$ cat config.mk
export PLATFORM = sky130hd
export DESIGN_NAME = differential_drive_mixer_top
export DESIGN_NICKNAME = d
export VERILOG_FILES = /design/src/dmix_pkg.sv /design/src/differential_drive_mixer_top.sv /design/src/dmix_front.sv /design/src/dmix_fifo.sv /design/src/dmix_back.sv
export VERILOG_INCLUDE_DIRS = /design/src /design/src/src
export SDC_FILE = /design/constraint.sdc
export NUM_CORES = 2
export LEC_CHECK = 0
export ABC_AREA = 1
export BUFFER_PORTS_ARGS = -buffer_cell sky130_fd_sc_hd__buf_2
export CORE_AREA = 3 3 257 259
export CTS_BUF_LIST = sky130_fd_sc_hd__clkbuf_4 sky130_fd_sc_hd__clkbuf_8 sky130_fd_sc_hd__clkbuf_16
export DETAILED_ROUTE_END_ITERATION = 8
export DIE_AREA = 0 0 260 262
export GPL_ROUTABILITY_DRIVEN = 0
export HOLD_SLACK_MARGIN = 0.06
export PLACE_DENSITY = 0.82
export SLEW_MARGIN = 20
export SYNTH_ARGS = -nofsm -noshare
export SYNTH_HDL_FRONTEND = slang
export SYNTH_SLANG_ARGS = --single-unit
$ cat constraint.sdc
create_clock -name clock -period 26.8 [get_ports clock]
set_input_delay 1.34 -clock clock [delete_from_list [all_inputs] [get_ports clock]]
set_output_delay 1.34 -clock clock [all_outputs]
set_load 0.005 [all_outputs]
$ cat src/assert_macros.svh
// ----------------------------------------------------------------------------
// Assertion macros
// Shared concurrent assertion forms for the drive mixer RTL.
// ----------------------------------------------------------------------------
`ifndef ASSERT_MACROS_SVH
`define ASSERT_MACROS_SVH

`ifndef SYNTHESIS

// Property that must hold at every clock edge outside reset.
`define ASSERT_AT(lbl, clk, rst, prop, msg) \
   lbl: assert property (@(posedge clk) disable iff (rst) (prop)) else $error(msg);

// Condition that must never be true outside reset.
`define ASSERT_NEVER(lbl, clk, rst, cond, msg) \
   lbl: assert property (@(posedge clk) disable iff (rst) !(cond)) else $error(msg);

`else

`define ASSERT_AT(lbl, clk, rst, prop, msg)
`define ASSERT_NEVER(lbl, clk, rst, cond, msg)

`endif

`endif

$ cat src/dmix_pkg.sv
// ----------------------------------------------------------------------------
// dmix_pkg
// Types and constants shared by the drive mixer front end, queue and back end.
// ----------------------------------------------------------------------------
package dmix_pkg;

   // Command kinds carried on req_tuser.
   localparam logic TYPE_DIFF   = 1'b0;
   localparam logic TYPE_ARCADE = 1'b1;

   // Field widths.
   localparam int DUTY_W     = 9;
   localparam int MAG_W      = 10;
   localparam int REQ_DATA_W = 40;
   localparam int RSP_DATA_W = 24;

   // Duty saturation bounds, as magnitudes.
   localparam int DUTY_POS_MAX = 255;
   localparam int DUTY_NEG_MAX = 256;

   // Queue between front and back end.
   localparam int FIFO_DEPTH = 4;
   localparam int FIFO_PTR_W = $clog2(FIFO_DEPTH);
   localparam int FIFO_CNT_W = $clog2(FIFO_DEPTH + 1);

   // One classified command: mixed duties split into sign and magnitude.
   typedef struct packed {
      logic             stop;
      logic             need_scale;
      logic             neg_right;
      logic             neg_left;
      logic [MAG_W-1:0] mag_right;
      logic [MAG_W-1:0] mag_left;
      logic [MAG_W-1:0] maxmag;
   } dmix_item_type;

endpackage

$ cat src/differential_drive_mixer_top.sv
// ----------------------------------------------------------------------------
// differential_drive_mixer_top
// Turns differential or arcade-button drive commands into signed right and
// left PWM duties, scaled down to PWM_LIMIT when the mix exceeds it.
// ----------------------------------------------------------------------------
// Usage:
//   Commands arrive on the req_ stream, one beat per command; req_tuser picks
//   differential (0) or arcade buttons (1). Each command yields exactly one
//   rsp_ beat with the right duty, left duty and stop flag.
//   Q = clog2(PWM_LIMIT + 1) is the number of divider stages that each
//   resolve one quotient bit, for both wheels in parallel. One command is
//   accepted every cycle while rsp_tready stays high.
//   When rsp_tready is low the back end holds; a four-entry queue and a
//   holding register in front keep accepting until they fill, then
//   req_tready drops.
//   Reset clears all valid flags and the queue; no other state is kept.
// ----------------------------------------------------------------------------
`include "assert_macros.svh"

module differential_drive_mixer_top #(
   parameter int PWM_LIMIT = 255
) (
   input  logic        clock,
   input  logic        reset,
   // req_tdata: velocity[8:0], turn[17:9], speed_magnitude[25:18],
   // turn_magnitude[33:26], button_up[34], button_down[35],
   // button_right[36], button_left[37], zero[39:38]
   input  logic        req_tvalid,
   output logic        req_tready,
   input  logic [39:0] req_tdata,
   // req_tuser: req_type[0]
   input  logic        req_tuser,
   // rsp_tdata: right_duty[8:0], left_duty[17:9], stop_request[18],
   // zero[23:19]
   output logic        rsp_tvalid,
   input  logic        rsp_tready,
   output logic [23:0] rsp_tdata
);
   import dmix_pkg::*;

   logic          front_push;
   dmix_item_type front_item;
   logic          fifo_full;
   logic          fifo_valid;
   dmix_item_type fifo_item;
   logic          fifo_pop;

   // Front end: decode and mix.
   dmix_front #(
      .PWM_LIMIT (PWM_LIMIT)
   ) u_front (
      .clock      (clock),
      .reset      (reset),
      .req_tvalid (req_tvalid),
      .req_tready (req_tready),
      .req_tdata  (req_tdata),
      .req_tuser  (req_tuser),
      .fifo_full  (fifo_full),
      .push       (front_push),
      .push_item  (front_item)
   );

   // Decoupling queue.
   dmix_fifo u_fifo (
      .clock     (clock),
      .reset     (reset),
      .push      (front_push),
      .push_item (front_item),
      .full      (fifo_full),
      .pop       (fifo_pop),
      .rd_valid  (fifo_valid),
      .rd_item   (fifo_item)
   );

   // Back end: scale, saturate, output.
   dmix_back #(
      .PWM_LIMIT (PWM_LIMIT)
   ) u_back (
      .clock      (clock),
      .reset      (reset),
      .fifo_valid (fifo_valid),
      .fifo_item  (fifo_item),
      .fifo_pop   (fifo_pop),
      .rsp_tvalid (rsp_tvalid),
      .rsp_tready (rsp_tready),
      .rsp_tdata  (rsp_tdata)
   );

   // A stop result always carries zero duties.
   `ASSERT_AT(a_stop_zero, clock, reset, rsp_tvalid && rsp_tdata[18] |-> rsp_tdata[17:0] == '0, "stop beat with nonzero duty")

   // The front end never pushes into a full queue.
   `ASSERT_NEVER(a_no_overflow, clock, reset, front_push && fifo_full, "push into full queue")

   // Back pressure on the input only comes from a full queue.
   `ASSERT_AT(a_ready_cause, clock, reset, !req_tready |-> fifo_full, "input stalled while queue has room")

endmodule

$ cat src/dmix_front.sv
// ----------------------------------------------------------------------------
// dmix_front
// Accepts drive commands, resolves arcade buttons, mixes right and left duties
// and decides whether they must be scaled down to the PWM limit.
// ----------------------------------------------------------------------------
module dmix_front #(
   parameter int PWM_LIMIT = 255
) (
   input  logic                           clock,
   input  logic                           reset,
   input  logic                           req_tvalid,
   output logic                           req_tready,
   input  logic [dmix_pkg::REQ_DATA_W-1:0] req_tdata,
   input  logic                           req_tuser,
   input  logic                           fifo_full,
   output logic                           push,
   output dmix_pkg::dmix_item_type         push_item
);
   import dmix_pkg::*;

   localparam int LIMIT_W = $clog2(PWM_LIMIT + 1);
   localparam int CMP_W   = (LIMIT_W > MAG_W) ? LIMIT_W : MAG_W;

   logic signed [DUTY_W-1:0] vel_d, trn_d;
   logic        [7:0]        speed_mag, turn_mag;
   logic                     btn_up, btn_down, btn_right, btn_left;
   logic signed [MAG_W-1:0]  vel, trn, right_s, left_s;
   logic        [MAG_W-1:0]  mag_r, mag_l, maxmag;
   logic                     accept;
   dmix_item_type            item_c;
   dmix_item_type            item_ff;
   logic                     vld_ff, vld_in;

   // Unpack the beat.
   assign vel_d     = $signed(req_tdata[8:0]);
   assign trn_d     = $signed(req_tdata[17:9]);
   assign speed_mag = req_tdata[25:18];
   assign turn_mag  = req_tdata[33:26];
   assign btn_up    = req_tdata[34];
   assign btn_down  = req_tdata[35];
   assign btn_right = req_tdata[36];
   assign btn_left  = req_tdata[37];

   // Effective velocity and turn; opposing buttons cancel.
   always_comb begin
      if (req_tuser == TYPE_ARCADE) begin
         if (btn_up && !btn_down) begin
            vel = $signed({2'b00, speed_mag});
         end else if (btn_down && !btn_up) begin
            vel = -$signed({2'b00, speed_mag});
         end else begin
            vel = '0;
         end
         if (btn_right && !btn_left) begin
            trn = $signed({2'b00, turn_mag});
         end else if (btn_left && !btn_right) begin
            trn = -$signed({2'b00, turn_mag});
         end else begin
            trn = '0;
         end
      end else begin
         vel = MAG_W'(vel_d);
         trn = MAG_W'(trn_d);
      end
   end

   // Mix and take magnitudes; -512 reads as 512 unsigned.
   always_comb begin
      right_s = vel + trn;
      left_s  = vel - trn;
      mag_r   = right_s[MAG_W-1] ? MAG_W'(-right_s) : MAG_W'(right_s);
      mag_l   = left_s[MAG_W-1]  ? MAG_W'(-left_s)  : MAG_W'(left_s);
      maxmag  = (mag_r > mag_l) ? mag_r : mag_l;

      item_c.stop       = (vel == '0) && (trn == '0);
      item_c.need_scale = CMP_W'(maxmag) > CMP_W'(PWM_LIMIT);
      item_c.neg_right  = right_s[MAG_W-1];
      item_c.neg_left   = left_s[MAG_W-1];
      item_c.mag_right  = mag_r;
      item_c.mag_left   = mag_l;
      item_c.maxmag     = maxmag;
   end

   // Holding register: takes a beat when empty or when it drains this cycle.
   assign req_tready = !vld_ff || !fifo_full;
   assign accept     = req_tvalid && req_tready;
   assign push       = vld_ff && !fifo_full;
   assign push_item  = item_ff;

   always_comb begin
      if (accept) begin
         vld_in = 1'b1;
      end else if (push) begin
         vld_in = 1'b0;
      end else begin
         vld_in = vld_ff;
      end
   end

   always_ff @(posedge clock) begin
      if (reset) begin
         vld_ff <= 1'b0;
      end else begin
         vld_ff <= vld_in;
      end
   end

   always_ff @(posedge clock) begin
      if (accept) begin
         item_ff <= item_c;
      end
   end

endmodule

$ cat src/dmix_fifo.sv
// ----------------------------------------------------------------------------
// dmix_fifo
// Short queue of classified commands between the front and back ends.
// ----------------------------------------------------------------------------
module dmix_fifo (
   input  logic                    clock,
   input  logic                    reset,
   input  logic                    push,
   input  dmix_pkg::dmix_item_type push_item,
   output logic                    full,
   input  logic                    pop,
   output logic                    rd_valid,
   output dmix_pkg::dmix_item_type rd_item
);
   import dmix_pkg::*;

   dmix_item_type           mem_ff [FIFO_DEPTH];
   logic [FIFO_PTR_W-1:0]   wr_ptr_ff, wr_ptr_in;
   logic [FIFO_PTR_W-1:0]   rd_ptr_ff, rd_ptr_in;
   logic [FIFO_CNT_W-1:0]   cnt_ff, cnt_in;
   logic                    do_pop;

   assign full     = (cnt_ff == FIFO_CNT_W'(FIFO_DEPTH));
   assign rd_valid = (cnt_ff != '0);
   assign rd_item  = mem_ff[rd_ptr_ff];
   assign do_pop   = pop && rd_valid;

   // Pointer and occupancy update.
   always_comb begin
      wr_ptr_in = push   ? wr_ptr_ff + 1'b1 : wr_ptr_ff;
      rd_ptr_in = do_pop ? rd_ptr_ff + 1'b1 : rd_ptr_ff;
      cnt_in    = cnt_ff + FIFO_CNT_W'(push) - FIFO_CNT_W'(do_pop);
   end

   always_ff @(posedge clock) begin
      if (reset) begin
         wr_ptr_ff <= '0;
         rd_ptr_ff <= '0;
         cnt_ff    <= '0;
      end else begin
         wr_ptr_ff <= wr_ptr_in;
         rd_ptr_ff <= rd_ptr_in;
         cnt_ff    <= cnt_in;
      end
   end

   // Storage.
   always_ff @(posedge clock) begin
      if (push) begin
         mem_ff[wr_ptr_ff] <= push_item;
      end
   end

endmodule

$ cat src/dmix_back.sv
// ----------------------------------------------------------------------------
// dmix_back
// Scales duty magnitudes by PWM_LIMIT / maxmag with a pipelined restoring
// divider, one quotient bit per stage, then saturates and drives the output.
// ----------------------------------------------------------------------------
module dmix_back #(
   parameter int PWM_LIMIT = 255
) (
   input  logic                            clock,
   input  logic                            reset,
   input  logic                            fifo_valid,
   input  dmix_pkg::dmix_item_type          fifo_item,
   output logic                            fifo_pop,
   output logic                            rsp_tvalid,
   input  logic                            rsp_tready,
   output logic [dmix_pkg::RSP_DATA_W-1:0] rsp_tdata
);
   import dmix_pkg::*;

   localparam int QW = $clog2(PWM_LIMIT + 1);
   localparam int DW = MAG_W + QW;
   localparam int RW = (QW > MAG_W) ? QW : MAG_W;

   logic                 advance;
   logic [QW:0]          vld_ff, vld_in;
   dmix_item_type        item_ff  [QW+1];
   dmix_item_type        item_in  [QW+1];
   logic [DW-1:0]        rem_r_ff [QW+1];
   logic [DW-1:0]        rem_r_in [QW+1];
   logic [DW-1:0]        rem_l_ff [QW+1];
   logic [DW-1:0]        rem_l_in [QW+1];
   logic [QW-1:0]        q_r_ff   [QW+1];
   logic [QW-1:0]        q_r_in   [QW+1];
   logic [QW-1:0]        q_l_ff   [QW+1];
   logic [QW-1:0]        q_l_in   [QW+1];
   logic [RW-1:0]        res_r, res_l;
   logic [DUTY_W-1:0]    duty_r, duty_l;
   logic                 rsp_vld_ff;
   logic [DUTY_W-1:0]    duty_r_ff, duty_l_ff;
   logic                 stop_ff;

   // The whole pipeline moves unless a result sits unread at the output.
   assign advance  = !rsp_vld_ff || rsp_tready;
   assign fifo_pop = advance && fifo_valid;

   // Stage 0 forms magnitude * limit; each later stage decides one quotient bit.
   always_comb begin
      logic [DW-1:0] sh;
      logic          ge_r, ge_l;
      vld_in[0]   = fifo_valid;
      item_in[0]  = fifo_item;
      rem_r_in[0] = DW'(fifo_item.mag_right) * DW'(PWM_LIMIT);
      rem_l_in[0] = DW'(fifo_item.mag_left) * DW'(PWM_LIMIT);
      q_r_in[0]   = '0;
      q_l_in[0]   = '0;
      for (int s = 1; s <= QW; s++) begin
         sh          = DW'(item_ff[s-1].maxmag) << (QW - s);
         ge_r        = rem_r_ff[s-1] >= sh;
         ge_l        = rem_l_ff[s-1] >= sh;
         vld_in[s]   = vld_ff[s-1];
         item_in[s]  = item_ff[s-1];
         rem_r_in[s] = ge_r ? rem_r_ff[s-1] - sh : rem_r_ff[s-1];
         rem_l_in[s] = ge_l ? rem_l_ff[s-1] - sh : rem_l_ff[s-1];
         q_r_in[s]   = q_r_ff[s-1] | (QW'(ge_r) << (QW - s));
         q_l_in[s]   = q_l_ff[s-1] | (QW'(ge_l) << (QW - s));
      end
   end

   always_ff @(posedge clock) begin
      if (reset) begin
         vld_ff <= '0;
      end else if (advance) begin
         vld_ff <= vld_in;
      end
   end

   always_ff @(posedge clock) begin
      if (advance) begin
         for (int s = 0; s <= QW; s++) begin
            item_ff[s]  <= item_in[s];
            rem_r_ff[s] <= rem_r_in[s];
            rem_l_ff[s] <= rem_l_in[s];
            q_r_ff[s]   <= q_r_in[s];
            q_l_ff[s]   <= q_l_in[s];
         end
      end
   end

   // Pick scaled or raw magnitude, restore the sign and saturate to 9 bits.
   always_comb begin
      res_r = item_ff[QW].need_scale ? RW'(q_r_ff[QW]) : RW'(item_ff[QW].mag_right);
      res_l = item_ff[QW].need_scale ? RW'(q_l_ff[QW]) : RW'(item_ff[QW].mag_left);
      if (item_ff[QW].neg_right) begin
         duty_r = (res_r > RW'(DUTY_NEG_MAX)) ? DUTY_W'(-DUTY_NEG_MAX) : DUTY_W'(-res_r);
      end else begin
         duty_r = (res_r > RW'(DUTY_POS_MAX)) ? DUTY_W'(DUTY_POS_MAX) : DUTY_W'(res_r);
      end
      if (item_ff[QW].neg_left) begin
         duty_l = (res_l > RW'(DUTY_NEG_MAX)) ? DUTY_W'(-DUTY_NEG_MAX) : DUTY_W'(-res_l);
      end else begin
         duty_l = (res_l > RW'(DUTY_POS_MAX)) ? DUTY_W'(DUTY_POS_MAX) : DUTY_W'(res_l);
      end
   end

   // Output register.
   always_ff @(posedge clock) begin
      if (reset) begin
         rsp_vld_ff <= 1'b0;
      end else if (advance) begin
         rsp_vld_ff <= vld_ff[QW];
      end
   end

   always_ff @(posedge clock) begin
      if (advance) begin
         duty_r_ff <= duty_r;
         duty_l_ff <= duty_l;
         stop_ff   <= item_ff[QW].stop;
      end
   end

   assign rsp_tvalid = rsp_vld_ff;
   assign rsp_tdata  = {(RSP_DATA_W - 2 * DUTY_W - 1)'(0), stop_ff, duty_l_ff, duty_r_ff};

endmodule
==> run_summary.xml <==
<?xml version="1.0" encoding="UTF-8"?>
<metrics>
  <group name="run_status">
    <metric name="run_status" unit="">finished clean</metric>
  </group>
  <group name="clocking">
    <metric name="clock_latency" unit="ns">0.63</metric>
    <metric name="cts_tree" unit="">built</metric>
    <metric name="cts.htree.levels" unit="">3</metric>
    <metric name="cts_setup_buffers" unit="">0</metric>
    <metric name="numClockSinks" unit="">822</metric>
    <metric name="cts.reportedPaths.clkPinSlew" unit="ns">0.06</metric>
    <metric name="postCtsResizedCells" unit="">0</metric>
    <metric name="cts.hold.buffers_added" unit="">0</metric>
    <metric name="cts_inserted_buffers" unit="">80</metric>
    <metric name="clk_path_buf_depth" unit="">3</metric>
    <metric name="cts-root-buf" unit="">sky130_fd_sc_hd__clkbuf_16</metric>
  </group>
  <group name="floorplan">
    <metric name="floorplan.io_pins" unit="">71</metric>
    <metric name="die_h" unit="um">262</metric>
    <metric name="chipWidth" unit="um">260</metric>
    <metric name="die_area" unit="sq um">68100</metric>
    <metric name="floorplan.core_area" unit="sq um">64100</metric>
    <metric name="rows" unit="">93</metric>
    <metric name="initial_utilization" unit="%">64.8</metric>
  </group>
  <group name="yosys">
    <metric name="yosys.cell_count.top_type" unit="">sky130_fd_sc_hd__edfxtp_1</metric>
    <metric name="synth_largest_type_area_fraction" unit="%">58.0</metric>
    <metric name="synthArstFlopShare" unit="%">0</metric>
    <metric name="synthesis.area" unit="sq um">41500</metric>
    <metric name="synth_ff_type" unit="">sky130_fd_sc_hd__edfxtp_1</metric>
    <metric name="synth_top_cells_by_area" unit="">sky130_fd_sc_hd__edfxtp_1, sky130_fd_sc_hd__ha_1, sky130_fd_sc_hd__fa_1</metric>
    <metric name="most_frequent_cells_after_synthesis" unit="">sky130_fd_sc_hd__edfxtp_1, sky130_fd_sc_hd__inv_1, sky130_fd_sc_hd__nand2_1</metric>
    <metric name="synthDistinctLibCells" unit="">67</metric>
    <metric name="ys_seq_area_share" unit="%">58.9</metric>
    <metric name="yosys.area.top_type" unit="">sky130_fd_sc_hd__edfxtp_1</metric>
    <metric name="synth.yosys.warnings" unit="">0</metric>
    <metric name="netlist_instances" unit="">3512</metric>
    <metric name="count_of_state_elements_after_synthesis" unit="">822</metric>
    <metric name="synthesis.area_per_instance" unit="sq um">11.8</metric>
    <metric name="count_of_flip_flops_with_a_built_in_enable_after_synthesis" unit="">802</metric>
  </group>
  <group name="worst_setup_path">
    <metric name="critPathLaunchType" unit="">register</metric>
    <metric name="rrSetupSlack" unit="ns">20.04</metric>
    <metric name="crit_required" unit="ns">27.17</metric>
    <metric name="critical_path.reg2reg.endpoint" unit="">u_back.rem_r_ff[0][17]</metric>
    <metric name="endpoint_kind" unit="">register</metric>
    <metric name="worst_setup_path_endpoint" unit="">u_back.rem_r_ff[0][17]</metric>
    <metric name="critical-path-slowest-cell" unit="">sky130_fd_sc_hd__a32oi_1</metric>
    <metric name="worst_path_largest_cell_delay" unit="ns">0.83</metric>
    <metric name="worst_reg_to_reg_path_cell_count" unit="">29</metric>
    <metric name="worst-endpoint-arrival" unit="ns">7.14</metric>
    <metric name="path_class" unit="">reg -&gt; reg</metric>
    <metric name="most_used_cell_cp" unit="">sky130_fd_sc_hd__nand2_1</metric>
    <metric name="crit_path_max_fanout" unit="">65</metric>
  </group>
  <group name="timing">
    <metric name="fin_worst_hold_slack" unit="ns">0.398</metric>
    <metric name="final_min_period_over_clock_period" unit="%">25.2</metric>
    <metric name="final_report_max_slew_violation_count" unit="">0</metric>
    <metric name="final_clock_skew" unit="ns">0.0282</metric>
    <metric name="setup-tns-final" unit="ns">0</metric>
    <metric name="report.final.hold_viol_count" unit="">0</metric>
    <metric name="unrepaired_setup_endpoints_after_global_routing" unit="">false</metric>
    <metric name="fin_crit" unit="ns">6.76</metric>
    <metric name="timing_worst_slew_pin_value" unit="ns">1.10</metric>
    <metric name="setup_violations" unit="">0</metric>
    <metric name="slew-limit-headroom" unit="%">25.8</metric>
    <metric name="achievable-frequency" unit="MHz">148</metric>
  </group>
  <group name="detailed_routing">
    <metric name="vias_per_inst" unit="">5.54</metric>
    <metric name="drt_iter0_markers" unit="">1858</metric>
    <metric name="wl_per_cell" unit="um">16.4</metric>
    <metric name="number_of_search_and_repair_iterations_in_the_first_detailed_routing_pass" unit="">6</metric>
    <metric name="postRouteWirelength" unit="mm">74.2</metric>
    <metric name="via_count" unit="">25100</metric>
    <metric name="antenna_left" unit="">0</metric>
    <metric name="drc" unit="">0</metric>
  </group>
  <group name="grt">
    <metric name="grt.overflow.total" unit="">0</metric>
    <metric name="vias_in_the_first_global_route" unit="">25100</metric>
    <metric name="grt_first_pass_wirelength" unit="mm">120</metric>
    <metric name="number_of_antenna_violations_at_the_first_check_in_global_routing" unit="">0</metric>
    <metric name="grt_util_all_layers" unit="%">22.3</metric>
    <metric name="largest_net_degree_at_the_start_of_global_routing" unit="">146</metric>
  </group>
  <group name="placement">
    <metric name="dp_hpwl" unit="mm">53.0</metric>
    <metric name="port_buffers" unit="">63</metric>
    <metric name="placedInstanceArea" unit="sq um">42800</metric>
  </group>
  <group name="layout">
    <metric name="antenna_cells" unit="">0</metric>
    <metric name="finished_core_util" unit="%">70.8</metric>
    <metric name="final_cell_area" unit="sq um">45400</metric>
    <metric name="drive_gt1_share" unit="%">8.73</metric>
    <metric name="area_growth_syn_to_layout" unit="%">9.24</metric>
    <metric name="final_nets" unit="">4032</metric>
    <metric name="nFillCells" unit="">4170</metric>
  </group>
  <group name="min_path">
    <metric name="min-delay-path-class" unit="">reg -&gt; reg</metric>
  </group>
  <group name="flow_run">
    <metric name="cap_viol_max_count" unit="">0</metric>
  </group>
</metrics>
[layout make-up]
type / instances / area (sq um) / share of cell area (%)
Multi-Input combinational cell: 2147 / 15000 / 33.0
Clock inverter: 46 / 353 / 0.777
Clock buffer: 99 / 2200 / 4.86
Inverter: 483 / 1820 / 4.01
Tap cell: 855 / 1070 / 2.36
Sequential cell: 822 / 24500 / 54.0
Timing Repair Buffer: 82 / 458 / 1.01
[logic make-up (layout without fill, tap and decap cells)]
| kind of cell | count (synthesis) | after routing | synth area share, % |
|---|---|---|---|
| simple gates | 928 | 928 | 10.0 |
| flops | 822 | 822 | 58.9 |
| compound gates | 633 | 633 | 8.61 |
| buf+inv | 547 | 710 | 5.06 |
| fa+ha+maj | 371 | 371 | 12.9 |
| xor+xnor | 208 | 208 | 4.40 |
| mux | 2 | 2 | 0.0542 |
| other cells | 1 | 5 | 0.00903 |
[cells in the final DEF, fill, tap and decap left out, drive strengths merged, types with 6 or more instances in the layout]
master	n
a211oi	8
a21o	10
a21oi	293
a31oi	6
a32oi	15
buf	82
clkbuf	99
clkinv	35
clkinvlp	6
dfxtp	20
edfxtp	802
fa	97
ha	274
inv	484
nand2	376
nand3	90
nand3b	9
nand4	27
nor2	321
nor3	39
nor4	26
o2111ai	6
o211ai	10
o21ai	213
o21bai	14
o22ai	27
o31ai	9
or2	23
or4	6
xnor2	68
xor2	140
[per-layer routing]
metal  share of wire, %  vias to the layer above  global-route usage [%]
met1                 38                    11800                    24.0
li1                   -                    12500                       -
met3                3.8                      212                    2.84
met4                5.3                        0                    12.4
met5                  0                        -                       0
met2                 53                      619                    42.3
[worst max-delay path, delay by kind of cell (launching register included)]
family	cells	cell delay, ns
and+or+nand+nor	10	0.81
AOI/OAI and AO/OA	9	2.02
DFF	1	0.31
buffers and inverters	5	1.02
adders and majority gates	5	2.29
[sequential cells by signal, summed over array words and instances (netlist names), named ones only]
register	flops
u_back.vld_ff	9
u_front.push_item	32
u_fifo.wr_ptr_ff	2
u_back.item_ff	278
u_back.q_l_ff	36
u_back.rem_l_ff	136
u_back.rem_r_ff	137
u_fifo.rd_ptr_ff	2
u_back.stop_ff	1
u_back.rsp_tvalid	1
u_back.duty_r_ff	9
u_back.duty_l_ff	9
u_fifo.cnt_ff	3
u_front.vld_ff	1
u_fifo.mem_ff	128
u_back.q_r_ff	36
[through the flow]
step | setup slack [ns] | cells
3_5_place_dp | 20.02 | 4389
5_1_grt | 19.43 | 4534
6_report | 20.04 | 4534
3_3_place_gp | 20.18 | 4389
2_1_floorplan | 16.42 | 3516
4_1_cts | 19.97 | 4534
[worst min-delay path by stage]
stage / from / endpoint / cells past startpoint
3_3_place_gp: u_back.q_r_ff[4][5] / u_back.q_r_ff[5][5] / 0
6_report: u_back.item_ff[0][126] / u_back.item_ff[0][160] / 0
5_1_grt: u_back.item_ff[0][126] / u_back.item_ff[0][160] / 0
3_5_place_dp: u_back.item_ff[0][134] / u_back.item_ff[0][168] / 0
4_1_cts: u_back.item_ff[0][126] / u_back.item_ff[0][160] / 0
2_1_floorplan: u_back.item_ff[0][66] / u_back.item_ff[0][100] / 0
Power is left out: the tool's default activity adds up to more than one toggle a clock period on the data nets, which glitch-free logic cannot reach.
